`src/design/vfp_pkg.sv`:
```
// Shared types and constants for the vision frame parser.
// Used by the front, queue, back and top-level modules.
package vfp_pkg;

  localparam int FRAME_DEPTH_DEF = 10;
  localparam int QUEUE_DEPTH_DEF = 2;
  localparam int BYTE_W          = 8;
  localparam int VAL_W           = 24;
  localparam int PAYLOAD_BYTES   = 6;

  localparam logic [BYTE_W-1:0] START_BYTE_RST = 8'h73;
  localparam logic [BYTE_W-1:0] END_BYTE_RST   = 8'h65;

  typedef enum logic [0:0] {
    CFG_START_BYTE = 1'b0,
    CFG_END_BYTE   = 1'b1
  } cfg_index_t;

  // byte at frame position i+1 sits in element i
  typedef logic [PAYLOAD_BYTES-1:0][BYTE_W-1:0] frame_t;

endpackage

```
`src/design/vision_frame_parser_core.sv`:
```
// Vision frame parser: one received byte per cycle, in_stall only while the frame queue is full.
// After its end byte, a result passes the queue, scale and round registers; a stall can hold it.
// The queue holds QUEUE_DEPTH finished frames; decode takes one frame per cycle unless stalled.
// Synchronous active-low reset: idle hunting for start, counter and payload bytes cleared,
// start byte 0x73, end byte 0x65, queue and pipeline empty.
module vision_frame_parser_core #(
  parameter int FRAME_DEPTH = vfp_pkg::FRAME_DEPTH_DEF,
  parameter int QUEUE_DEPTH = vfp_pkg::QUEUE_DEPTH_DEF
) (
  input  logic                             clk,
  input  logic                             rst_n,
  input  logic                             cfg_we,
  input  logic [0:0]                       cfg_index,
  input  logic [vfp_pkg::BYTE_W-1:0]       cfg_data,
  input  logic                             in_valid,
  output logic                             in_stall,
  input  logic [vfp_pkg::BYTE_W-1:0]       in_rx_byte,
  output logic                             out_valid,
  input  logic                             out_stall,
  output logic signed [vfp_pkg::VAL_W-1:0] out_pitch_value,
  output logic signed [vfp_pkg::VAL_W-1:0] out_yaw_value,
  output logic signed [vfp_pkg::VAL_W-1:0] out_distance_value
);

  vfp_pkg::frame_t push_frame, pop_frame;
  logic            q_push, q_full;
  logic            in_accept, q_pop, q_not_empty;

  assign in_stall  = q_full;
  assign in_accept = in_valid && !in_stall;

  vfp_front #(.FRAME_DEPTH(FRAME_DEPTH)) u_front (
    .clk        (clk),
    .rst_n      (rst_n),
    .cfg_we     (cfg_we),
    .cfg_index  (cfg_index),
    .cfg_data   (cfg_data),
    .in_accept  (in_accept),
    .in_rx_byte (in_rx_byte),
    .push       (q_push),
    .push_frame (push_frame)
  );

  vfp_queue #(.DEPTH(QUEUE_DEPTH)) u_queue (
    .clk        (clk),
    .rst_n      (rst_n),
    .push       (q_push),
    .push_frame (push_frame),
    .pop        (q_pop),
    .full       (q_full),
    .not_empty  (q_not_empty),
    .pop_frame  (pop_frame)
  );

  vfp_back u_back (
    .clk                (clk),
    .rst_n              (rst_n),
    .q_not_empty        (q_not_empty),
    .q_frame            (pop_frame),
    .q_pop              (q_pop),
    .out_valid          (out_valid),
    .out_stall          (out_stall),
    .out_pitch_value    (out_pitch_value),
    .out_yaw_value      (out_yaw_value),
    .out_distance_value (out_distance_value)
  );

  a_push_not_full: assert property (@(posedge clk) disable iff (!rst_n)
    q_push |-> !q_full)
    else $error("frame pushed into a full queue");

  a_pop_not_empty: assert property (@(posedge clk) disable iff (!rst_n)
    q_pop |-> q_not_empty)
    else $error("frame popped from an empty queue");

  a_reset_empty: assert property (@(posedge clk)
    !rst_n |=> !out_valid && !q_not_empty)
    else $error("result or queued frame survives reset");

endmodule

```
`src/design/vfp_front.sv`:
```
// Frame assembly: start/end byte detection, byte counter and payload bytes.
// Depends on vfp_pkg; pushes finished frames into vfp_queue.
module vfp_front #(
  parameter int FRAME_DEPTH = vfp_pkg::FRAME_DEPTH_DEF
) (
  input  logic                      clk,
  input  logic                      rst_n,
  input  logic                      cfg_we,
  input  logic [0:0]                cfg_index,
  input  logic [vfp_pkg::BYTE_W-1:0] cfg_data,
  input  logic                      in_accept,
  input  logic [vfp_pkg::BYTE_W-1:0] in_rx_byte,
  output logic                      push,
  output vfp_pkg::frame_t           push_frame
);

  localparam int CW = $clog2(FRAME_DEPTH + 1);

  logic [vfp_pkg::BYTE_W-1:0] start_byte_r, end_byte_r;
  logic                       collecting_r, collecting_nxt;
  logic [CW-1:0]              count_r, count_nxt, count_inc;
  vfp_pkg::frame_t            store_r, store_nxt;

  always_ff @(posedge clk) begin
    if (!rst_n) begin
      start_byte_r <= vfp_pkg::START_BYTE_RST;
      end_byte_r   <= vfp_pkg::END_BYTE_RST;
    end else if (cfg_we) begin
      unique case (vfp_pkg::cfg_index_t'(cfg_index))
        vfp_pkg::CFG_START_BYTE: start_byte_r <= cfg_data;
        vfp_pkg::CFG_END_BYTE:   end_byte_r   <= cfg_data;
        default: ;
      endcase
    end
  end

  always_comb begin
    collecting_nxt = collecting_r;
    count_nxt      = count_r;
    store_nxt      = store_r;
    push           = 1'b0;
    count_inc      = count_r + CW'(1);
    if (in_accept) begin
      if (!collecting_r) begin
        if (in_rx_byte == start_byte_r) begin
          collecting_nxt = 1'b1;
          count_nxt      = CW'(1);
        end
      end else begin
        for (int i = 0; i < vfp_pkg::PAYLOAD_BYTES; i++) begin
          if (count_r == CW'(i + 1)) store_nxt[i] = in_rx_byte;
        end
        if (in_rx_byte == end_byte_r) begin
          push           = 1'b1;
          collecting_nxt = 1'b0;
          count_nxt      = '0;
        end else if (count_inc >= CW'(FRAME_DEPTH)) begin
          // drop: buffer full with no end byte
          collecting_nxt = 1'b0;
          count_nxt      = '0;
        end else begin
          count_nxt = count_inc;
        end
      end
    end
  end

  assign push_frame = store_nxt;

  always_ff @(posedge clk) begin
    if (!rst_n) begin
      collecting_r <= 1'b0;
      count_r      <= '0;
      store_r      <= '0;
    end else begin
      collecting_r <= collecting_nxt;
      count_r      <= count_nxt;
      store_r      <= store_nxt;
    end
  end

endmodule

```
`src/design/vfp_queue.sv`:
```
// Short frame queue between the front and the decode back end.
// Depends on vfp_pkg for the frame type.
module vfp_queue #(
  parameter int DEPTH = vfp_pkg::QUEUE_DEPTH_DEF
) (
  input  logic            clk,
  input  logic            rst_n,
  input  logic            push,
  input  vfp_pkg::frame_t push_frame,
  input  logic            pop,
  output logic            full,
  output logic            not_empty,
  output vfp_pkg::frame_t pop_frame
);

  localparam int AW = (DEPTH > 1) ? $clog2(DEPTH) : 1;
  localparam int NW = $clog2(DEPTH + 1);

  vfp_pkg::frame_t mem [DEPTH];
  logic [AW-1:0]   wr_ptr_r, wr_ptr_nxt, rd_ptr_r, rd_ptr_nxt;
  logic [NW-1:0]   count_r, count_nxt;
  logic            do_push, do_pop;

  assign full      = (count_r == NW'(DEPTH));
  assign not_empty = (count_r != '0);
  assign do_push   = push && !full;
  assign do_pop    = pop && not_empty;
  assign pop_frame = mem[rd_ptr_r];

  always_comb begin
    wr_ptr_nxt = wr_ptr_r;
    rd_ptr_nxt = rd_ptr_r;
    count_nxt  = count_r;
    if (do_push) wr_ptr_nxt = (wr_ptr_r == AW'(DEPTH - 1)) ? '0 : wr_ptr_r + AW'(1);
    if (do_pop)  rd_ptr_nxt = (rd_ptr_r == AW'(DEPTH - 1)) ? '0 : rd_ptr_r + AW'(1);
    if (do_push && !do_pop) count_nxt = count_r + NW'(1);
    if (!do_push && do_pop) count_nxt = count_r - NW'(1);
  end

  always_ff @(posedge clk) begin
    if (do_push) mem[wr_ptr_r] <= push_frame;
  end

  always_ff @(posedge clk) begin
    if (!rst_n) begin
      wr_ptr_r <= '0;
      rd_ptr_r <= '0;
      count_r  <= '0;
    end else begin
      wr_ptr_r <= wr_ptr_nxt;
      rd_ptr_r <= rd_ptr_nxt;
      count_r  <= count_nxt;
    end
  end

endmodule

```
`src/design/vfp_back.sv`:
```
// Decode back end: two-stage scaling of three words to signed Q16 values.
// Depends on vfp_pkg; pops frames from vfp_queue and drives the result register.
module vfp_back (
  input  logic                             clk,
  input  logic                             rst_n,
  input  logic                             q_not_empty,
  input  vfp_pkg::frame_t                  q_frame,
  output logic                             q_pop,
  output logic                             out_valid,
  input  logic                             out_stall,
  output logic signed [vfp_pkg::VAL_W-1:0] out_pitch_value,
  output logic signed [vfp_pkg::VAL_W-1:0] out_yaw_value,
  output logic signed [vfp_pkg::VAL_W-1:0] out_distance_value
);

  localparam int NW  = 3;
  localparam int KW  = 15;
  localparam int PW  = 23;
  localparam int VW  = vfp_pkg::VAL_W;
  localparam logic [KW-1:0] M_MAX = 15'h7fff;

  logic                 en;
  logic                 s1_valid_r, out_valid_r;
  logic [NW-1:0]        neg_r;
  logic [NW-1:0][PW-1:0] k200_r;
  logic [NW-1:0]        neg_nxt;
  logic [NW-1:0][PW-1:0] k200_nxt;
  logic [NW-1:0][VW-1:0] val_nxt, val_r;

  assign en    = !out_valid_r || !out_stall;
  assign q_pop = en && q_not_empty;

  // k * 200, where k is m or 32767 - m
  always_comb begin
    logic [15:0] w;
    logic [KW-1:0] k;
    for (int n = 0; n < NW; n++) begin
      w           = {q_frame[2*n], q_frame[2*n+1]};
      k           = w[15] ? (M_MAX - w[KW-1:0]) : w[KW-1:0];
      neg_nxt[n]  = w[15];
      k200_nxt[n] = PW'(k) * PW'(200);
    end
  end

  // round(k * 6553600 / 32767) = k*200 + floor((k*200 + 16383) / 32767)
  always_comb begin
    logic [VW-1:0] j, qs, mag;
    for (int n = 0; n < NW; n++) begin
      j          = {1'b0, k200_r[n]} + VW'(16383);
      qs         = j + VW'(j[VW-1:15]) + VW'(1);
      mag        = {1'b0, k200_r[n]} + VW'(qs[VW-1:15]);
      val_nxt[n] = neg_r[n] ? (VW'(0) - mag) : mag;
    end
  end

  always_ff @(posedge clk) begin
    if (en) begin
      neg_r  <= neg_nxt;
      k200_r <= k200_nxt;
    end
    if (en && s1_valid_r) val_r <= val_nxt;
  end

  always_ff @(posedge clk) begin
    if (!rst_n) begin
      s1_valid_r  <= 1'b0;
      out_valid_r <= 1'b0;
    end else if (en) begin
      s1_valid_r  <= q_not_empty;
      out_valid_r <= s1_valid_r;
    end
  end

  assign out_valid          = out_valid_r;
  assign out_pitch_value    = val_r[0];
  assign out_yaw_value      = val_r[1];
  assign out_distance_value = val_r[2];

endmodule
```
`config.mk`:
```
export PLATFORM = sky130hd
export DESIGN_NAME = vision_frame_parser_core
export DESIGN_NICKNAME = d
export VERILOG_FILES = /design/src/design/vfp_pkg.sv /design/src/design/vision_frame_parser_core.sv /design/src/design/vfp_front.sv /design/src/design/vfp_queue.sv /design/src/design/vfp_back.sv
export SDC_FILE = /design/constraint.sdc
export NUM_CORES = 1
export LEC_CHECK = 0
export ABC_AREA = 1
export BUFFER_PORTS_ARGS = -buffer_cell sky130_fd_sc_hd__buf_4
export CORE_AREA = 2 2 194 196
export CTS_CLUSTER_SIZE = 14
export DETAILED_ROUTE_END_ITERATION = 8
export DIE_AREA = 0 0 196 198
export PLACE_DENSITY = 0.78
export SLEW_MARGIN = 20
export SYNTH_ARGS = -nofsm -noshare
export SYNTH_HDL_FRONTEND = slang
export SYNTH_HIERARCHICAL = 1
export SYNTH_SLANG_ARGS = --single-unit
```
`constraint.sdc`:
```
create_clock -name clk -period 16.03 [get_ports clk]
set_clock_uncertainty 0.05 [all_clocks]
set_input_delay 3.206 -clock clk [delete_from_list [all_inputs] [get_ports clk]]
set_output_delay 3.206 -clock clk [all_outputs]
set_load 0.1 [all_outputs]
```
Word level (Yosys, flattened, before mapping) --
Memories as Yosys holds them, arrays and structs flattened. A register that Yosys moved wholly into a read port is not among the register bits. Index checks and enable logic that the tools add are counted.
Word-level totals: input port bits 22, register bits after elaboration 210, output and inout port bits 74, bits in read-only memories 0, memories 1, latch bits 0, RAM bits 96, logic and storage cells 112
Memory list:
- u_queue.mem | depth 2, width 48, rd ports 1, clocked after Yosys merged registers in 1, wr ports 1, line vfp_queue.sv:19 | vfp_pkg::frame_t mem [DEPTH];
Operators by class: eq/ne operators 9, reduce and logical (&&, ||, !) cells 19, shift-type cells 0, $add $sub $neg 23, bitwise operators 1, $lt $le $gt $ge 1, div/mod/pow operators 0, multiplexer cells 33, $mul 3
Operators with widths (count):
- 48-bit 2-to-1 mux | 2
- 23-bit by 14-bit adder with 24-bit output, second input constant | 3
- 23-bit by 9-bit adder with 24-bit output | 3
- 24-bit by 1-bit adder with 24-bit output, second input constant | 3
- 24-bit by 9-bit adder with 24-bit output | 3
- 24-bit 2-to-1 mux | 3
- 1-bit by 24-bit subtractor with 24-bit output, first input constant | 3
- 15-bit by 5-bit multiplier with 20-bit output, second input constant | 3
- 8-bit 2-to-1 mux | 6
- 15-bit 2-to-1 mux | 3
- 15-bit subtractor, first input constant | 3
- 8-bit equality test | 2
- 4-bit 2-to-1 mux | 4
- 1-bit 2-to-1 mux | 13
- 4-bit by 3-bit equality test with 1-bit output, second input constant | 3
- 4-bit by 2-bit equality test with 1-bit output, second input constant | 2
- 1-bit logical AND | 7
- 2-bit AND reduction | 3
- 2-bit nonzero test | 3
- 1-bit logical NOT | 5
- 4-bit by 1-bit adder with 4-bit output, second input constant | 1
- 4-bit by 1-bit equality test with 1-bit output, second input constant | 1
- 4-bit greater-or-equal comparator, second input constant | 1
- 2-bit 2-to-1 mux | 2
- 6 further kinds | 7

Longest topological paths before layout --
Gate-level depths: netlist (run 1).
depth after elaboration 8, depth in mapped cells 41

Modules after synthesis --
Netlist (run 1), hierarchy kept.
Modules (own cells, without submodules):
- vfp_back | seq. area each 4093.9 um^2, cells each 1852, instances 1, area an instance 14790.4 um^2
- vfp_queue | seq. area each 2982.9 um^2, cells each 187, instances 1, area an instance 3784.9 um^2
- vfp_front | seq. area each 1381.3 um^2, cells each 480, instances 1, area an instance 3279.4 um^2
- vision_frame_parser_core | seq. area each 0.0 um^2, cells each 2, instances 1, area an instance 10.0 um^2

Worst setup path before layout (run 1) --
OpenSTA, ideal clock, no wires.
path kind input to register, from in out_stall, to reg u_back.val_r (netlist bit u_back/out_distance_value[0]) (enable), path buffers 0, required time 15.477 ns, slack 7.629 ns, arrival 7.848 ns, stages on the path 3, cells stage by stage nand2_1 inv_1 nor2_1
Between the ends: word-level cells in the longest chain between the ends 3
RTL lines:
- start: declaration | line vision_frame_parser_core.sv:19 | input logic out_stall,
- 1-bit logical NOT | line vfp_back.sv:30 | assign en = !out_valid_r || !out_stall;
- 1-bit logical OR | line vfp_back.sv:30
- 1-bit logical AND | line vfp_back.sv:61 | if (en && s1_valid_r) val_r <= val_nxt;
- end signal: assignment | line vfp_back.sv:61
- end: declaration | line vfp_back.sv:28 | logic [NW-1:0][VW-1:0] val_nxt, val_r;
No other way between the ends. A chain may end at the register's enable or synchronous reset.

==> results of run 1 <==
[power by group through the flow]
stage	clock network (W)	registers (W)	logic [W]
floorplan	0	0.000864	0.0000157
global placement	0	0.000864	0.0000263
detailed placement	0	0.000864	0.0000266
CTS	0.000789	0.000847	0.0000267
global route	0.000816	0.000847	0.0000299
finish	0.000769	0.000848	0.0000267
[layer usage]
| layer | track usage | share of wire |
|---|---|---|
| met1 | 0.307 | 0.46 |
| met2 | 0.406 | 0.48 |
| met5 | 0 | 0 |
| met4 | 0.0752 | 0.025 |
| met3 | 0.0259 | 0.041 |
[worst register-to-register path, delay by kind of cell (launching register included)]
kind	cells	cell delay, ps
AO/OA/AOI/OAI	1	170
XOR/XNOR	3	750
adder cells (fa/ha/maj)	3	890
buffers and inverters	2	300
flip-flops	1	460
AND/OR/NAND/NOR	28	2900
[registers in the layout (all words and copies together), names as in the netlist, 2 cells and up, named ones only]
register and count:
u_queue/mem 96, u_back/k200_r 60, u_front/store_r 48, u_back/out_distance_value 24, u_back/out_pitch_value 24, u_back/out_yaw_value 24
u_front/end_byte_r 8, u_front/start_byte_r 8, u_front/count_r 4, u_back/neg_r 3, u_queue/count_r 2
[stage by stage]
stage                     cells   util  hold WS [ps]  total power [W]
after floorplan            2521      -           387         0.000880
after global placement     3056  0.622           405         0.000890
after detailed placement   3056  0.622           414         0.000891
after CTS                  3116  0.652           423          0.00166
after global routing       3116  0.652           442          0.00169
final                      3116  0.652           423          0.00164
[final cells by class]
type                       instances  area [um2]  area share
clock inverter                    23         216     0.00898
clock buffer                      37         883      0.0367
timing repair buffer             101         758      0.0315
tap                              474         593      0.0246
inverter                         445        1670      0.0694
sequential                       307        8460       0.351
multi-input combinational       1729       11500       0.478
[cell usage in the layout (no fill, tap or decap), types with 13 or more instances in the layout]
master | netlist | layout
sky130_fd_sc_hd__nand2_1 | 490 | 489
sky130_fd_sc_hd__inv_1 | 428 | 427
sky130_fd_sc_hd__edfxtp_1 | 231 | 231
sky130_fd_sc_hd__nor2_1 | 192 | 190
sky130_fd_sc_hd__ha_1 | 186 | 186
sky130_fd_sc_hd__xor2_1 | 171 | 171
sky130_fd_sc_hd__nand3_1 | 134 | 134
sky130_fd_sc_hd__buf_4 | 1 | 101
sky130_fd_sc_hd__a21oi_1 | 99 | 99
sky130_fd_sc_hd__dfxtp_1 | 76 | 75
sky130_fd_sc_hd__o21ai_0 | 74 | 74
sky130_fd_sc_hd__xnor2_1 | 61 | 61
sky130_fd_sc_hd__nand4_1 | 36 | 36
sky130_fd_sc_hd__clkbuf_16 | 0 | 35
sky130_fd_sc_hd__fa_1 | 33 | 33
sky130_fd_sc_hd__nand2_2 | 28 | 29
sky130_fd_sc_hd__mux2_2 | 28 | 28
sky130_fd_sc_hd__nor3_1 | 26 | 26
sky130_fd_sc_hd__o21ai_1 | 21 | 21
sky130_fd_sc_hd__mux2_4 | 20 | 20
sky130_fd_sc_hd__nor2_2 | 16 | 16
sky130_fd_sc_hd__nand3_2 | 13 | 13
[logic make-up (layout without fill, tap and decap cells)]
kind of cell | count (synthesis) | after routing | synth area share
flip-flops | 307 | 307 | 0.387
XOR/XNOR | 234 | 234 | 0.0944
AO/OA/AOI/OAI | 243 | 243 | 0.0628
multiplexers | 48 | 48 | 0.0282
adder cells (fa/ha/maj) | 219 | 219 | 0.137
AND/OR/NAND/NOR | 985 | 985 | 0.204
buffers and inverters | 485 | 606 | 0.0874
[final timing paths]
check | slack [ps] | end | startpoint | cells after the start
worst max-delay path | 10250 | u_back/out_distance_value[21] | u_back/k200_r[49] | 37
worst min-delay path | 420 | u_front/start_byte_r[3] | u_front/start_byte_r[3] | 2
worst max register to register | 10250 | u_back/out_distance_value[21] | u_back/k200_r[49] | 37
worst min register to register | 420 | u_front/start_byte_r[3] | u_front/start_byte_r[3] | 2
==> run_summary.xml, run 1 <==
<?xml version="1.0" encoding="UTF-8"?>
<metrics>
  <group name="sta">
    <metric name="setup_viol" unit="">0</metric>
    <metric name="finalCriticalPeriod" unit="ps">5780</metric>
    <metric name="tightestPinTransition" unit="ps">942</metric>
    <metric name="maxClockFrequency" unit="MHz">173</metric>
    <metric name="max_slew_margin" unit="">0.372</metric>
    <metric name="final_critical_path_setup_slack" unit="ps">10250</metric>
    <metric name="fin_setup_tns" unit="ps">0</metric>
    <metric name="final.period_utilization" unit="">0.361</metric>
    <metric name="grt_setup_unrepaired" unit="">false</metric>
    <metric name="maxSlewViolCount" unit="">0</metric>
    <metric name="hold_viol" unit="">0</metric>
  </group>
  <group name="placed_design">
    <metric name="pre_cts_slack" unit="ps">10270</metric>
    <metric name="placed_area" unit="um2">23000</metric>
    <metric name="gp_routability_congestion" unit="">0.943</metric>
    <metric name="hpwl" unit="mm">34.7</metric>
    <metric name="place.port_buffers" unit="">95</metric>
  </group>
  <group name="drt">
    <metric name="finalWirelength" unit="mm">44.6</metric>
    <metric name="routed-via-count" unit="">16400</metric>
    <metric name="initialDrtViolationCount" unit="">831</metric>
    <metric name="postRouteAntennaNets" unit="">0</metric>
    <metric name="detail_route.vias_per_cell" unit="">5.25</metric>
    <metric name="drt-wirelength-per-cell" unit="um">14.3</metric>
    <metric name="first_pass_iters" unit="">5</metric>
    <metric name="detail_route.drc_violations" unit="">0</metric>
  </group>
  <group name="yosys">
    <metric name="postSynthCellCount" unit="">2521</metric>
    <metric name="net_count_of_the_mapped_netlist" unit="">2762</metric>
    <metric name="synth-seq-area-share" unit="">0.387</metric>
    <metric name="synth_area_per_cell" unit="um2">8.67</metric>
    <metric name="synth.most_common_cell" unit="">sky130_fd_sc_hd__nand2_1</metric>
    <metric name="yosys-top-cells-area" unit="">sky130_fd_sc_hd__edfxtp_1, sky130_fd_sc_hd__ha_1, sky130_fd_sc_hd__nand2_1</metric>
    <metric name="ys_top_cells_by_count" unit="">sky130_fd_sc_hd__nand2_1, sky130_fd_sc_hd__inv_1, sky130_fd_sc_hd__edfxtp_1</metric>
    <metric name="fraction_of_registers_with_async_set_reset" unit="">0</metric>
    <metric name="synthDominantCellAreaShare" unit="">0.317</metric>
    <metric name="synth-main-ff-cell" unit="">sky130_fd_sc_hd__edfxtp_1</metric>
    <metric name="synth-edff-count" unit="">231</metric>
    <metric name="netlist_area_before_placement" unit="um2">21900</metric>
    <metric name="synthesis.yosys.warnings" unit="">6</metric>
    <metric name="synth_largest_area_cell" unit="">sky130_fd_sc_hd__edfxtp_1</metric>
    <metric name="ys_ff_latch" unit="">307</metric>
    <metric name="cell_variety_after_synth" unit="">57</metric>
  </group>
  <group name="job">
    <metric name="cap_violations" unit="">0</metric>
  </group>
  <group name="setup_path">
    <metric name="worstPathBufferInverterCount" unit="">2</metric>
    <metric name="critical_path.startpoint_type" unit="">flop</metric>
    <metric name="cp_slowest_cell" unit="">sky130_fd_sc_hd__edfxtp_1</metric>
    <metric name="timing.critical_path.slowest_cell_delay" unit="ps">460</metric>
    <metric name="crit_arrival" unit="ps">6010</metric>
    <metric name="critPathRequiredTime" unit="ps">16260</metric>
    <metric name="cpMostUsedCell" unit="">sky130_fd_sc_hd__nand2_1</metric>
    <metric name="worstSetupEndpointType" unit="">flop</metric>
    <metric name="critical-path-top-delay-family" unit="">simple AND/OR/NAND/NOR gates</metric>
    <metric name="timing.critical_path.fanout_max" unit="">5</metric>
    <metric name="timing.setup.critical_path_class" unit="">flop to flop</metric>
  </group>
  <group name="pwr">
    <metric name="clock_network_fraction_of_design_power" unit="">0.468</metric>
    <metric name="comb_power_share" unit="">0.016</metric>
    <metric name="vdd.ir_drop.worst" unit="mV">0.0772</metric>
    <metric name="cellLeakagePower" unit="nW">11.6</metric>
    <metric name="p_per_area" unit="nW/um2">68.2</metric>
    <metric name="swShare" unit="">0.198</metric>
    <metric name="cellInternalPower" unit="W">0.00132</metric>
    <metric name="net_switching" unit="W">0.000325</metric>
    <metric name="power.share.sequential" unit="">0.516</metric>
  </group>
  <group name="hold_path">
    <metric name="hp-class" unit="">flop to flop</metric>
  </group>
  <group name="clock_tree">
    <metric name="clk_transition_reported_paths" unit="ps">60</metric>
    <metric name="clock_tree.buffer_depth" unit="">3</metric>
    <metric name="worst_skew_pair.late_latency" unit="ps">530</metric>
    <metric name="ctsHoldBuffers" unit="">0</metric>
    <metric name="ctsRootBufferMaster" unit="">sky130_fd_sc_hd__clkbuf_16</metric>
    <metric name="cts-resized-gates" unit="">0</metric>
    <metric name="tritoncts" unit="">built</metric>
    <metric name="cts.htree.levels" unit="">2</metric>
    <metric name="clock_sinks" unit="">307</metric>
    <metric name="tritoncts.num_buffers" unit="">34</metric>
    <metric name="post-cts-setup-buffer-count" unit="">0</metric>
  </group>
  <group name="global_route">
    <metric name="grtUsageTotal" unit="">0.234</metric>
    <metric name="grt_start_max_net_pins" unit="">73</metric>
    <metric name="grt-ovfl-total" unit="">0</metric>
    <metric name="number_of_antenna_violations_at_the_first_check_in_global_routing" unit="">0</metric>
    <metric name="grt_pass1_wl" unit="mm">74.4</metric>
    <metric name="first_global_vias" unit="">15800</metric>
  </group>
  <group name="finish">
    <metric name="flow.area_growth_from_synthesis" unit="%">10.2</metric>
    <metric name="finalInstanceArea" unit="um2">24100</metric>
    <metric name="layout-drive-gt1-share" unit="">0.122</metric>
    <metric name="fill_cells" unit="">3030</metric>
    <metric name="number_of_antenna_diodes" unit="">0</metric>
    <metric name="final_net_count" unit="">2859</metric>
  </group>
  <group name="status">
    <metric name="result_of_the_run" unit="">complete, no violations</metric>
  </group>
  <group name="floorplanning">
    <metric name="die_y" unit="um">198</metric>
    <metric name="fp.dieW" unit="um">196</metric>
    <metric name="die-area" unit="um2">38800</metric>
    <metric name="io_pins" unit="">96</metric>
    <metric name="design.core.area" unit="um2">37000</metric>
    <metric name="effective_utilization_at_floorplan" unit="">0.592</metric>
    <metric name="standard_cell_row_count" unit="">71</metric>
  </group>
</metrics>
(Power assumes the default switching activity.)
==> run 2: changes to the inputs <==
--- a/config.mk
+++ b/config.mk
@@ -7,11 +7,11 @@
 export LEC_CHECK = 0
 export ABC_AREA = 1
 export BUFFER_PORTS_ARGS = -buffer_cell sky130_fd_sc_hd__buf_4
-export CORE_AREA = 2 2 194 196
+export CORE_AREA = 2 2 199 201
 export CTS_CLUSTER_SIZE = 14
 export DETAILED_ROUTE_END_ITERATION = 8
-export DIE_AREA = 0 0 196 198
-export PLACE_DENSITY = 0.78
+export DIE_AREA = 0 0 201 203
+export PLACE_DENSITY = 0.77
 export SLEW_MARGIN = 20
 export SYNTH_ARGS = -nofsm -noshare
 export SYNTH_HDL_FRONTEND = slang
==> constraint.sdc (replaced) <==
create_clock -name clk -period 5.3 [get_ports clk]
set_clock_uncertainty 0.05 [all_clocks]
set_input_delay 1.06 -clock clk [delete_from_list [all_inputs] [get_ports clk]]
set_output_delay 1.06 -clock clk [all_outputs]
set_load 0.1 [all_outputs]
==> run_summary.xml, run 2 (synthesis gave the netlist of run 1 again) <==
<?xml version="1.0" encoding="UTF-8"?>
<metrics>
  <group name="global_route">
    <metric name="grt_start_max_net_pins" unit="">73</metric>
    <metric name="grtUsageTotal" unit="">0.229</metric>
    <metric name="grt-ovfl-total" unit="">0</metric>
    <metric name="first_global_vias" unit="">16400</metric>
    <metric name="grt_pass1_wl" unit="mm">77.2</metric>
    <metric name="number_of_antenna_violations_at_the_first_check_in_global_routing" unit="">0</metric>
  </group>
  <group name="finish">
    <metric name="layout-drive-gt1-share" unit="">0.211</metric>
    <metric name="mostFrequentLayoutCells" unit="">sky130_fd_sc_hd__nand2_1, sky130_fd_sc_hd__inv_1, sky130_fd_sc_hd__edfxtp_1</metric>
    <metric name="largest_register" unit="">u_queue/mem</metric>
    <metric name="fill_cells" unit="">2977</metric>
    <metric name="final_net_count" unit="">2982</metric>
    <metric name="mostFrequentLayoutCell" unit="">sky130_fd_sc_hd__nand2_1</metric>
    <metric name="multi_input_gate_area" unit="um2">12200</metric>
    <metric name="register_area" unit="um2">8460</metric>
    <metric name="number_of_antenna_diodes" unit="">0</metric>
    <metric name="flow.area_growth_from_synthesis" unit="%">18.0</metric>
    <metric name="biggestRegsByFlops" unit="">u_queue/mem (96), u_back/k200_r (60), u_front/store_r (48)</metric>
    <metric name="largest_reg_flops" unit="">96</metric>
  </group>
  <group name="setup_path">
    <metric name="timing.critical_path.slowest_cell_delay" unit="ps">400</metric>
    <metric name="timing.setup.critical_path_class" unit="">flop to flop</metric>
    <metric name="critical-path-top-delay-family" unit="">simple AND/OR/NAND/NOR gates</metric>
    <metric name="worstPathBufferInverterCount" unit="">2</metric>
    <metric name="cpMostUsedCell" unit="">sky130_fd_sc_hd__nand2_1</metric>
    <metric name="critPathRequiredTime" unit="ps">5540</metric>
    <metric name="worstSetupEndpointType" unit="">flop</metric>
    <metric name="timing.critical_path.fanout_max" unit="">5</metric>
    <metric name="cp_slowest_cell" unit="">sky130_fd_sc_hd__edfxtp_1</metric>
    <metric name="crit_arrival" unit="ps">5400</metric>
    <metric name="critical_path.startpoint_type" unit="">flop</metric>
  </group>
  <group name="floorplanning">
    <metric name="die-area" unit="um2">40800</metric>
    <metric name="die_y" unit="um">203</metric>
    <metric name="fp.dieW" unit="um">201</metric>
    <metric name="standard_cell_row_count" unit="">72</metric>
    <metric name="effective_utilization_at_floorplan" unit="">0.568</metric>
    <metric name="design.core.area" unit="um2">38500</metric>
    <metric name="io_pins" unit="">96</metric>
  </group>
  <group name="drt">
    <metric name="finalWirelength" unit="mm">47.5</metric>
    <metric name="routed-via-count" unit="">16900</metric>
    <metric name="initialDrtViolationCount" unit="">981</metric>
    <metric name="detail_route.drc_violations" unit="">0</metric>
    <metric name="drt-wirelength-per-cell" unit="um">14.5</metric>
    <metric name="postRouteAntennaNets" unit="">0</metric>
    <metric name="detail_route.vias_per_cell" unit="">5.15</metric>
    <metric name="first_pass_iters" unit="">5</metric>
  </group>
  <group name="placed_design">
    <metric name="hpwl" unit="mm">35.6</metric>
    <metric name="gp_routability_congestion" unit="">0.920</metric>
    <metric name="place.port_buffers" unit="">95</metric>
    <metric name="pre_cts_slack" unit="ps">-115</metric>
  </group>
  <group name="pwr">
    <metric name="vdd.ir_drop.worst" unit="mV">0.201</metric>
    <metric name="p_per_area" unit="nW/um2">193</metric>
    <metric name="cellLeakagePower" unit="nW">12.3</metric>
    <metric name="power" unit="W">0.00497</metric>
  </group>
  <group name="sta">
    <metric name="setup_viol" unit="">0</metric>
    <metric name="maxClockFrequency" unit="MHz">194</metric>
    <metric name="hold_viol" unit="">0</metric>
    <metric name="final.period_utilization" unit="">0.974</metric>
    <metric name="final_critical_path_setup_slack" unit="ps">138</metric>
    <metric name="finalCriticalPeriod" unit="ps">5160</metric>
    <metric name="grt_setup_unrepaired" unit="">true</metric>
    <metric name="hold_ws" unit="ps">416</metric>
    <metric name="max_slew_margin" unit="">0.242</metric>
    <metric name="maxSlewViolCount" unit="">0</metric>
    <metric name="tightestPinTransition" unit="ps">1140</metric>
  </group>
  <group name="clock_tree">
    <metric name="tritoncts" unit="">built</metric>
    <metric name="ctsRootBufferMaster" unit="">sky130_fd_sc_hd__clkbuf_16</metric>
    <metric name="clock_tree.buffer_depth" unit="">3</metric>
    <metric name="cts.htree.levels" unit="">2</metric>
    <metric name="clock_sinks" unit="">307</metric>
    <metric name="tritoncts.num_buffers" unit="">34</metric>
    <metric name="worst_skew_pair.late_latency" unit="ps">540</metric>
    <metric name="clk_transition_reported_paths" unit="ps">60</metric>
  </group>
  <group name="job">
    <metric name="cap_violations" unit="">0</metric>
  </group>
  <group name="hold_path">
    <metric name="hp-class" unit="">flop to flop</metric>
  </group>
  <group name="status">
    <metric name="result_of_the_run" unit="">complete, no violations</metric>
  </group>
</metrics>
[run 2: final cells by class]
class / count / share of cell area
Multi-Input combinational cell: 1729 / 0.474
Sequential cell: 307 / 0.328
Timing Repair Buffer: 224 / 0.0658
Inverter: 445 / 0.0648
Clock buffer: 42 / 0.0357
Tap cell: 518 / 0.0251
Clock inverter: 18 / 0.00660
[run 2: power by group]
part	internal, W	total (W)	switching, W	leakage [nW]
Sequential	0.00256	0.00256	0.00000448	2.83
Clock	0.00138	0.00233	0.000947	0.534
Combinational	0.0000279	0.0000811	0.0000532	8.94
[run 2: worst register-to-register path, delay by kind of cell, from the launching register on]
family | cells | cell delay (ps)
xor+xnor | 3 | 470
fa+ha+maj | 3 | 830
buf+inv | 2 | 190
flops | 1 | 400
simple gates | 28 | 2990
[run 2: worst paths after layout]
kind	from	end	slack, ps	cells past startpoint
worst max register to register	u_back/k200_r[27]	u_back/out_yaw_value[21]	140	36
worst min register to register	u_back/s1_valid_r	u_back/s1_valid_r	420	2
worst max-delay path	u_back/k200_r[27]	u_back/out_yaw_value[21]	140	36
worst min-delay path	u_back/s1_valid_r	u_back/s1_valid_r	420	2
[run 2: metrics by stage]
| step | setup TNS (ps) | cells | util | cell area, um2 |
|---|---|---|---|---|
| 6_report | 0 | 3283 | 0.671 | 25800 |
| 5_1_grt | -2080 | 3283 | 0.671 | 25800 |
| 4_1_cts | 0 | 3232 | 0.644 | 24800 |
| 3_5_place_dp | -845 | 3171 | 0.613 | 23600 |
| 3_3_place_gp | -43.0 | 3171 | 0.613 | 23600 |
| 2_1_floorplan | 0 | 2521 | - | 21900 |
[run 2: metal layers]
layer  vias to the layer above  global-route usage  wire, um
met1                      7784               0.303     21300
met5                         -                   0         0
met4                         0              0.0794      1350
met3                        95              0.0270      2340
li1                       8591                   -         -
met2                       436               0.389     22400
[run 2: repair_timing]
item	in CTS	in global routing
resized for setup	10	177
buffers inserted	1	51
setup endpoints to repair	12	43
pin swaps	0	86
hold buffers	0	0
